## config.mk

```make
export PLATFORM = sky130hd
export DESIGN_NAME = least_loaded_server_select_unit
export DESIGN_NICKNAME = d
export VERILOG_FILES = /design/src/design/llss_pkg.sv /design/src/design/llss_cell.sv /design/src/design/least_loaded_server_select_unit.sv
export SDC_FILE = /design/constraint.sdc
export NUM_CORES = 2
export LEC_CHECK = 0
export BUFFER_PORTS_ARGS = -buffer_cell sky130_fd_sc_hd__buf_2
export CORE_UTILIZATION = 57
export CTS_CLUSTER_DIAMETER = 100
export DETAILED_ROUTE_END_ITERATION = 8
export PLACE_DENSITY = 0.73
export SYNTH_ARGS = -nofsm -noshare
export SYNTH_HDL_FRONTEND = slang
export SYNTH_SLANG_ARGS = --single-unit
```

## constraint.sdc

```tcl
create_clock -name clk -period 3.7 [get_ports clk]
set_clock_uncertainty 0.1 [all_clocks]
set_input_delay 0.555 -clock clk [delete_from_list [all_inputs] [get_ports clk]]
set_output_delay 0.555 -clock clk [all_outputs]
set_load 0.01 [all_outputs]
```

## src/design/llss_pkg.sv

```systemverilog
// ============================================================================
// llss_pkg
// Types and constants shared by the least-loaded server select unit.
// ============================================================================
package llss_pkg;

  // Field widths
  localparam int OP_W       = 2;
  localparam int PEER_W     = 4;
  localparam int TAG_W      = 8;
  localparam int COUNT_W    = 16;
  // Peer index width in tokens and bumps (256 values, but loads reach only 16 peers)
  localparam int PEER_IDX_W = 8;

  // Operation codes
  localparam logic [OP_W-1:0] OP_LOAD    = 2'd0;
  localparam logic [OP_W-1:0] OP_REQUEST = 2'd1;
  localparam logic [OP_W-1:0] OP_DEAD    = 2'd2;

  localparam logic [COUNT_W-1:0] COUNT_MAX = '1;

  // Input request
  typedef struct packed {
    logic [OP_W-1:0]    operation;
    logic [PEER_W-1:0]  peer;
    logic [TAG_W-1:0]   content;
    logic [COUNT_W-1:0] start_load;
  } llss_item_t;

  // Result
  typedef struct packed {
    logic [PEER_W-1:0] server;
    logic              found;
  } llss_result_t;

  // Table write command broadcast to every cell
  typedef struct packed {
    logic               wr;
    logic               kill;
    logic [PEER_W-1:0]  peer;
    logic [TAG_W-1:0]   content;
    logic [COUNT_W-1:0] start_load;
  } llss_cmd_t;

  // Count increment broadcast to every cell
  typedef struct packed {
    logic                  en;
    logic [PEER_IDX_W-1:0] idx;
  } llss_bump_t;

  // Search token handed from cell to cell
  typedef struct packed {
    logic                  valid;
    logic                  have;
    logic [PEER_IDX_W-1:0] idx;
    logic [COUNT_W-1:0]    cnt;
    logic [TAG_W-1:0]      content;
  } llss_tok_t;

  // Sequencer states
  typedef enum logic [1:0] {
    ST_IDLE,
    ST_SCAN,
    ST_RESP
  } llss_state_t;

endpackage

```

## src/design/llss_cell.sv

```systemverilog
// ============================================================================
// llss_cell
// One peer entry: tag, alive flag and served count, plus one search stage.
// ============================================================================
module llss_cell import llss_pkg::*; #(
  parameter int INDEX = 0
) (
  input  logic       clk,
  input  logic       rst,
  input  llss_cmd_t  cmd,
  input  llss_bump_t bump,
  input  llss_tok_t  tok_in,
  output llss_tok_t  tok_out
);

  logic [TAG_W-1:0]   tag;
  logic [COUNT_W-1:0] count;
  logic               alive;
  logic               sel;
  logic               bump_sel;
  logic               take;

  assign sel      = (32'(cmd.peer) == INDEX);
  assign bump_sel = bump.en && (32'(bump.idx) == INDEX);

  // Claim the token when this peer matches and beats the best so far
  assign take = tok_in.valid && alive && (tag == tok_in.content) &&
                (!tok_in.have || (count < tok_in.cnt));

  // Alive flag
  always_ff @(posedge clk) begin
    if (rst) begin
      alive <= 1'b0;
    end else if (cmd.wr && sel) begin
      alive <= 1'b1;
    end else if (cmd.kill && sel) begin
      alive <= 1'b0;
    end
  end

  // Tag and count: load writes, bump raises with saturation
  always_ff @(posedge clk) begin
    if (cmd.wr && sel) begin
      tag   <= cmd.content;
      count <= cmd.start_load;
    end else if (bump_sel && (count != COUNT_MAX)) begin
      count <= count + 1'b1;
    end
  end

  // Advance the token to the next cell
  always_ff @(posedge clk) begin
    if (rst) begin
      tok_out.valid <= 1'b0;
    end else begin
      tok_out.valid <= tok_in.valid;
    end
  end

  always_ff @(posedge clk) begin
    tok_out.content <= tok_in.content;
    if (take) begin
      tok_out.have <= 1'b1;
      tok_out.idx  <= PEER_IDX_W'(INDEX);
      tok_out.cnt  <= count;
    end else begin
      tok_out.have <= tok_in.have;
      tok_out.idx  <= tok_in.idx;
      tok_out.cnt  <= tok_in.cnt;
    end
  end

endmodule

```

## src/design/least_loaded_server_select_unit.sv

```systemverilog
// ============================================================================
// least_loaded_server_select_unit
// Least-connections peer selection over a chain of peer cells.
// ============================================================================
//
//   channel   handshake          payload        direction
//   request   start / busy       item   (struct) in
//   result    done (strobe)      result (struct) out
//
// A content request walks the search token down the cell chain one cell per
// cycle; when it leaves the chain the result is loaded and done is shown
// for one cycle. Load, dead and unused operations respond without a scan.
// Synchronous reset clears every alive flag and idles the sequencer; tags
// and counts are written by load before they are read.
// The receiver cannot stall: done is high for exactly one cycle per request.
module least_loaded_server_select_unit import llss_pkg::*; #(
  parameter int PEERS = 16
) (
  input  logic         clk,
  input  logic         rst,
  input  logic         start,
  output logic         busy,
  input  llss_item_t   item,
  output logic         done,
  output llss_result_t result
);

  llss_state_t state, state_next;
  llss_tok_t   tok [PEERS+1];
  llss_cmd_t   cmd;
  llss_bump_t  bump;
  llss_tok_t   last;
  logic        accept;
  logic [PEERS-1:0] tok_v;

  assign accept = start && !busy;
  assign last   = tok[PEERS];

  // Broadcast table writes at accept
  always_comb begin
    cmd.wr         = accept && (item.operation == OP_LOAD);
    cmd.kill       = accept && (item.operation == OP_DEAD);
    cmd.peer       = item.peer;
    cmd.content    = item.content;
    cmd.start_load = item.start_load;
  end

  // Inject a fresh search token for a content request
  always_comb begin
    tok[0].valid   = accept && (item.operation == OP_REQUEST);
    tok[0].have    = 1'b0;
    tok[0].idx     = '0;
    tok[0].cnt     = '0;
    tok[0].content = item.content;
  end

  // Raise the winner's count as the token leaves the chain
  assign bump.en  = last.valid && last.have;
  assign bump.idx = last.idx;

  // Peer cells
  for (genvar i = 0; i < PEERS; i++) begin : g_cell
    llss_cell #(.INDEX(i)) u_cell (
      .clk    (clk),
      .rst    (rst),
      .cmd    (cmd),
      .bump   (bump),
      .tok_in (tok[i]),
      .tok_out(tok[i+1])
    );
    assign tok_v[i] = tok[i+1].valid;
  end

  // State register
  always_ff @(posedge clk) begin
    if (rst) begin
      state <= ST_IDLE;
    end else begin
      state <= state_next;
    end
  end

  // Next state and outputs
  always_comb begin
    state_next = state;
    busy       = 1'b1;
    done       = 1'b0;
    case (state)
      ST_IDLE: begin
        busy = 1'b0;
        if (start) begin
          state_next = (item.operation == OP_REQUEST) ? ST_SCAN : ST_RESP;
        end
      end
      ST_SCAN: begin
        if (last.valid) begin
          state_next = ST_RESP;
        end
      end
      ST_RESP: begin
        done       = 1'b1;
        state_next = ST_IDLE;
      end
      default: begin
        state_next = ST_IDLE;
      end
    endcase
  end

  // Hold the result: cleared at accept, loaded when the token exits
  always_ff @(posedge clk) begin
    if (accept) begin
      result.server <= '0;
      result.found  <= 1'b0;
    end else if (last.valid) begin
      result.server <= last.have ? PEER_W'(last.idx) : '0;
      result.found  <= last.have;
    end
  end

  // At most one token in flight
  a_one_token: assert property (@(posedge clk) disable iff (rst)
    $onehot0(tok_v))
    else $error("more than one search token in the chain");

  // No token in flight while idle
  a_idle_empty: assert property (@(posedge clk) disable iff (rst)
    !busy |-> (tok_v == '0))
    else $error("search token present while idle");

  // An accepted request makes the unit busy
  a_accept_busy: assert property (@(posedge clk) disable iff (rst)
    accept |=> busy)
    else $error("unit not busy after accepting a request");

  // The token only exits during a scan
  a_exit_scan: assert property (@(posedge clk) disable iff (rst)
    last.valid |-> (state == ST_SCAN))
    else $error("search token left the chain outside a scan");

endmodule
```

* Word-level counts from Yosys, hierarchy flattened
Cells that the tools add are included.
Storage, ports and cells: bits in registers 927, input bits 33, output and inout bits 7, logic and storage cells 497
Cells by class: add/subtract/negate cells 16, $lt $le $gt $ge 15, equal/unequal tests 68, multiplexer cells 86, reductions and logical operators 183
Operator list (count):
- $mux 16 | 46
- $add 16x1->16 const B | 16
- $ne 16x16->1 const B | 16
- $lt 16x16->1 | 15
- $eq 8x8->1 | 16
- $logic_and 1x1->1 | 116
- $eq 8x4->1 const B | 8
- $reduce_bool 2->1 | 32
- $mux 1 | 34
- $eq 4x4->1 const B | 8
- $eq 8x3->1 const B | 4
- $mux 25 | 1
- $eq 4x3->1 const B | 4
- $eq 8x2->1 const B | 2
- $logic_not 1->1 | 15
- $logic_or 1x1->1 | 15
- $eq 4x2->1 const B | 2
- $eq 8x1->1 const B | 1
- $logic_not 8->1 | 1
- $mux 2 | 3
- $eq 2x1->1 const B | 2
- $eq 2x2->1 const B | 2
- $eq 4x1->1 const B | 1
- $logic_not 2->1 | 2
- 6 further kinds | 6

* Depth between registers and ports, before layout
word-level depth 6, mapped depth 9, gate-level depth less buffers 8

* By module
From an unflattened synthesis, not the netlist that was laid out.
Unflattened totals: cell total of the unflattened synthesis 3773, area, all modules 42851.1 µm²
Modules (own cells, without submodules):
- llss_cell at g_cell[11].u_cell ... | instances 4, cells each 237, area an instance 2678.8 µm², sequential area each 1421.4 µm²
- llss_cell at g_cell[1].u_cell ... | instances 4, cells each 235, area an instance 2628.8 µm², sequential area each 1421.4 µm²
- llss_cell at g_cell[10].u_cell ... | instances 3, cells each 231, area an instance 2677.6 µm², sequential area each 1421.4 µm²
- llss_cell at g_cell[15].u_cell | instances 1, cells each 232, area an instance 2680.1 µm², sequential area each 1421.4 µm²
- llss_cell at g_cell[12].u_cell | instances 1, cells each 231, area an instance 2670.1 µm², sequential area each 1421.4 µm²
- llss_cell at g_cell[3].u_cell | instances 1, cells each 231, area an instance 2668.8 µm², sequential area each 1421.4 µm²
- llss_cell at g_cell[9].u_cell | instances 1, cells each 232, area an instance 2632.5 µm², sequential area each 1421.4 µm²
- llss_cell at g_cell[0].u_cell | instances 1, cells each 230, area an instance 2625.0 µm², sequential area each 1421.4 µm²
- least_loaded_server_select_unit | instances 1, cells each 36, area an instance 311.5 µm², sequential area each 140.1 µm²

* Worst setup path after synthesis
No wires, ideal clock.
path kind flip-flop to flip-flop, start point register g_cell[0].u_cell.count[0], end point register g_cell[0].u_cell.count[0] (enable), arrival time 2962 ps, required time 3165 ps, slack 203 ps, stages on the path, launching flop included 8, path buffers 0, period minus slack after synthesis 3497 ps, cell sequence edfxtp_1 ha_1 nand3_1 nor2_1 nand2_1 nor2_1 and3_1 o41ai_1
Between the ends: cells in the longest elaborated chain, start to end 3
Ends and longest elaborated chain:
- start, declared | line llss_cell.sv:17 | logic [COUNT_W-1:0] count;
- start signal, assigned | line llss_cell.sv:45 | count <= cmd.start_load;
- start signal, assigned | line llss_cell.sv:47 | count <= count + 1'b1;
- $ne 16x16->1 | line llss_cell.sv:46 | end else if (bump_sel && (count != COUNT_MAX)) begin
- $logic_and 1x1->1 | line llss_cell.sv:46
- $reduce_bool 2->1 (no source line)
No other way between the ends. A chain may end at the register's enable or synchronous reset.

* Worst setup path in the final report
start point register g_cell[1].u_cell.count[13], end point register g_cell[1].u_cell.tok_out[20] (netlist name)
Between the ends: cells in the longest elaborated chain, start to end 4
Ends and longest elaborated chain:
- start, declared | line llss_cell.sv:17
- start signal, assigned | line llss_cell.sv:45
- start signal, assigned | line llss_cell.sv:47
- $lt 16x16->1 | line llss_cell.sv:28 | (!tok_in.have || (count < tok_in.cnt));
- $logic_or 1x1->1 | line llss_cell.sv:28
- $logic_and 1x1->1 | line llss_cell.sv:27 | assign take = tok_in.valid && alive && (tag == tok_in.content) &&
- $mux 16 | line llss_cell.sv:62 | if (take) begin
- end, declared | line llss_cell.sv:13 | output llss_tok_t tok_out
No other way between the ends.

==> qor.txt <==
Final hold slack -> 0.204 ns
Setup TNS Final -> 0 ns
Final net count -> 3812
Worst-Margin Slew -> 0.963 ns
Total CTS buffers -> 86
R2R cell count -> 7
Resize count post-CTS -> 0
Min-delay src -> item[28]
Final Instance Area -> 0.0432 mm2
Synth top area share -> 29.7%
Synthesized Nets -> 3748
Post-DP Area -> 0.0401 mm2
Starting density of the core -> 57.8%
Hold Fails Final Rpt -> 0
Cell Rows -> 95
Vias in the first global route -> 24.6k
Synth warnings -> 0
Top cell type by total area after synthesis -> edfxtp_1
Total gr overflow -> 0
Slew headroom -> 35.8%
Max-Cap Viols -> 0
DRC viols -> 0
Critical Path AT -> 3.57 ns
Top post-synthesis cells by area -> edfxtp_1 30%, dfxtp_1 24%, ha_1 7.8%
GRT Total Usage -> 25.8%
Reg2reg start -> g_cell[1].u_cell.count[13]$_DFFE_PP_
Longest Clk Path Bufs -> 3
H-tree depth -> 3
Diodes inserted -> 0
DRT Wirelength -> 89.3 mm
Critical path type -> flip-flop to flip-flop
Fin crit share -> 85.0%
RSZ-0062 raised after global routing -> no
CTS Sinks -> 848
Largest net degree at the start of global routing -> 40
Data required time of the worst path -> 4.12 ns
Hold buffer count at cts -> 0
Post-Layout Cell Count -> 4485
Number of synthesized flops with an enable pin -> 384
Hold Path Depth -> 3
Synth cell types -> 67
Outcome -> finished, final reports clean
CTS tree -> built
Ys async rst share -> 0%
Worst Hold Path EP -> g_cell[0].u_cell.tok_out[33]$_SDFF_PP0_
Max rail drop VDD -> 0.000399 V
Cells after Synth -> 3474
Io pins -> 40
Clock slew at reported path FFs -> 0.06 ns
Average size of a mapped cell -> 11.2 um2
Reg-to-Reg End -> g_cell[1].u_cell.tok_out[20]$_DFF_P_
Most used DFF post-synth -> dfxtp_1
Clk_lat worst skew -> 0.65 ns
Clock Tree Root -> clkbuf_16
DR WL/cell -> 19.9 um
Placed Cells -> 4323
Setup violations, final -> 0
Iter 0 DRT Violations -> 1742
Initial DRT Pass Iterations -> 5
DR vias/cell -> 5.57
Postcts setup bufs -> 0
Crit end category -> flip-flop
Final Max Tran Viols -> 0
Initial antenna violation count -> 2
Leakage -> 16.0 nW
Via count -> 25.0k
Fill count -> 5163
Layout cells sized above 1 -> 14.1%
Port bufs -> 39
Die area -> 0.0692 mm2
Startpoint Class -> flip-flop
Global-route wire length before repair -> 139 mm
Die height -> 263 um
Peak Freq -> 318 MHz
Final Wtd Congestion -> 0.892
Cell Pwr Density -> 448 mW/mm2
Min Tclk post-route -> 3.14 ns
Die width -> 263 um
Seq/Total Area, Yosys -> 53.6%
#FFs+latches synth -> 848
Synth Cell Area -> 0.0389 mm2
P&R area growth vs syn -> 11.1%
R2R setup slack -> 0.56 ns
Antenna Nets Post-Route -> 0
Worst hold path class -> input port to flip-flop
CORE AREA -> 0.0673 mm2
CP Max Fanout -> 16
HPWL after DPL -> 62.0 mm
-- critical path: stages (launching register included) --
cell and delay (ns):
edfxtp_1 0.45, ha_1 0.32, and4_1 0.27, nand4_1 0.12, a2111oi_0 0.57, o31ai_1 0.18, nand2_1 0.59, mux2_2 0.41
-- synth_stat cells (5+ instances only) --
master     count
clkbuf_1      81
and4_1        46
mux2_4         7
buf_1         12
nor4_1        16
a311oi_1       8
a311o_1        5
and2_1        36
nor3_1        39
inv_1        268
mux2i_1       25
nand3_1      128
xor2_1       154
o21ai_0      117
mux2_1         5
buf_2         16
a31oi_1       10
a21oi_1      191
a211oi_1      16
o31ai_1       14
a211o_1        8
and3_1        50
a21boi_0       7
a21o_1        38
or2_2         19
nand4_1       41
xnor2_1      195
nor2b_1       32
a2111oi_0     12
nand2_1      232
edfxtp_1     384
ha_1         241
dfxtp_1      464
o21a_1        15
o211ai_1      13
nand2b_1      49
nor2_1       207
mux2_2       225
-- metal layers --
metal  wire, um  vias up  track usage, %
met3       3750      163            3.42
li1           -    12300               -
met1      38800    12000            32.8
met4       2690        0            8.95
met2      44100      539            45.0
met5          0        -               0
-- power breakdown --
part	total [mW]	leakage, nW	internal (mW)	switching, mW
registers	9.90	7.24	9.83	0.0705
logic	0.349	7.33	0.0994	0.250
clock network	9.07	1.48	5.42	3.65
-- cell type report --
class	instances	area (um2)	share of cell area [%]
clock buffer	123	2530	5.86
clock inverter	39	475	1.10
inverter	268	1010	2.33
multi-input combinational	2244	16600	38.5
sequential	848	20800	48.3
tap	873	1090	2.53
timing repair buffer	90	603	1.40
-- worst max-delay path by stage --
stage	start	to	slack (ns)	cells past startpoint
floorplan	g_cell[0].u_cell.count[0]$_DFFE_PP_	g_cell[0].u_cell.count[0]$_DFFE_PP_	0.20	7
global placement	g_cell[2].u_cell.count[13]$_DFFE_PP_	g_cell[2].u_cell.tok_out[11]$_DFF_P_	0.69	7
detailed placement	g_cell[1].u_cell.count[12]$_DFFE_PP_	g_cell[1].u_cell.tok_out[12]$_DFF_P_	0.62	7
CTS	g_cell[1].u_cell.count[12]$_DFFE_PP_	g_cell[1].u_cell.tok_out[20]$_DFF_P_	0.57	7
global route	g_cell[1].u_cell.count[13]$_DFFE_PP_	g_cell[1].u_cell.tok_out[20]$_DFF_P_	0.40	7
finish	g_cell[1].u_cell.count[13]$_DFFE_PP_	g_cell[1].u_cell.tok_out[20]$_DFF_P_	0.56	7
-- sequential cells by signal (all words and copies together), names as in the netlist --
name                   cells
state                      2
g_cell.u_cell.tok_out    441
result                     5
g_cell.u_cell.tag        128
g_cell.u_cell.alive       16
g_cell.u_cell.count      256
-- logic make-up (layout without fill, tap and decap cells) --
logic type               Yosys count  after routing  synth area share (%)
multiplexers                     262            262                  7.58
AND/OR/NAND/NOR                  914            914                  11.8
AO/OA/AOI/OAI                    478            478                  7.57
adder cells (fa/ha/maj)          241            241                  7.76
flip-flops                       848            848                  53.6
buffers and inverters            382            520                  3.83
XOR/XNOR                         349            349                  7.87
-- metrics by stage --
stage          total power [mW]  worst slack (ns)  util (%)
2_1_floorplan              10.3             0.203         -
3_3_place_gp               10.4             0.693      59.7
3_5_place_dp               10.5             0.617      59.7
4_1_cts                    19.5             0.575      64.1
5_1_grt                    19.8             0.404      64.1
6_report                   19.3             0.556      64.1
-- cells in the final DEF, fill, tap and decap left out, types with 8 or more instances in the layout --
cell,synthesis,routed
nor4_1,16,16
mux2_2,225,225
nor2_1,207,205
clkbuf_16,0,91
a21oi_1,191,191
ha_1,241,241
o211ai_1,13,13
nor2b_1,32,32
and2_1,36,36
buf_2,16,39
o21ai_0,117,116
and3_1,50,50
a21o_1,38,38
nand2_1,232,232
or2_2,19,19
a211o_1,8,8
buf_4,1,49
and4_1,46,46
o31ai_1,14,9
mux2i_1,25,25
o21a_1,15,15
a311oi_1,8,8
inv_1,268,268
nand2b_1,49,49
clkinv_2,0,16
nand3_1,128,128
clkbuf_1,81,19
nor3_1,39,38
edfxtp_1,384,384
a31oi_1,10,9
bufinv_16,0,9
a211oi_1,16,16
xnor2_1,195,195
xor2_1,154,154
a2111oi_0,12,12
clkbuf_8,0,13
dfxtp_1,464,464
nand4_1,41,41
No activity file was read; power rests on OpenSTA's default activity.
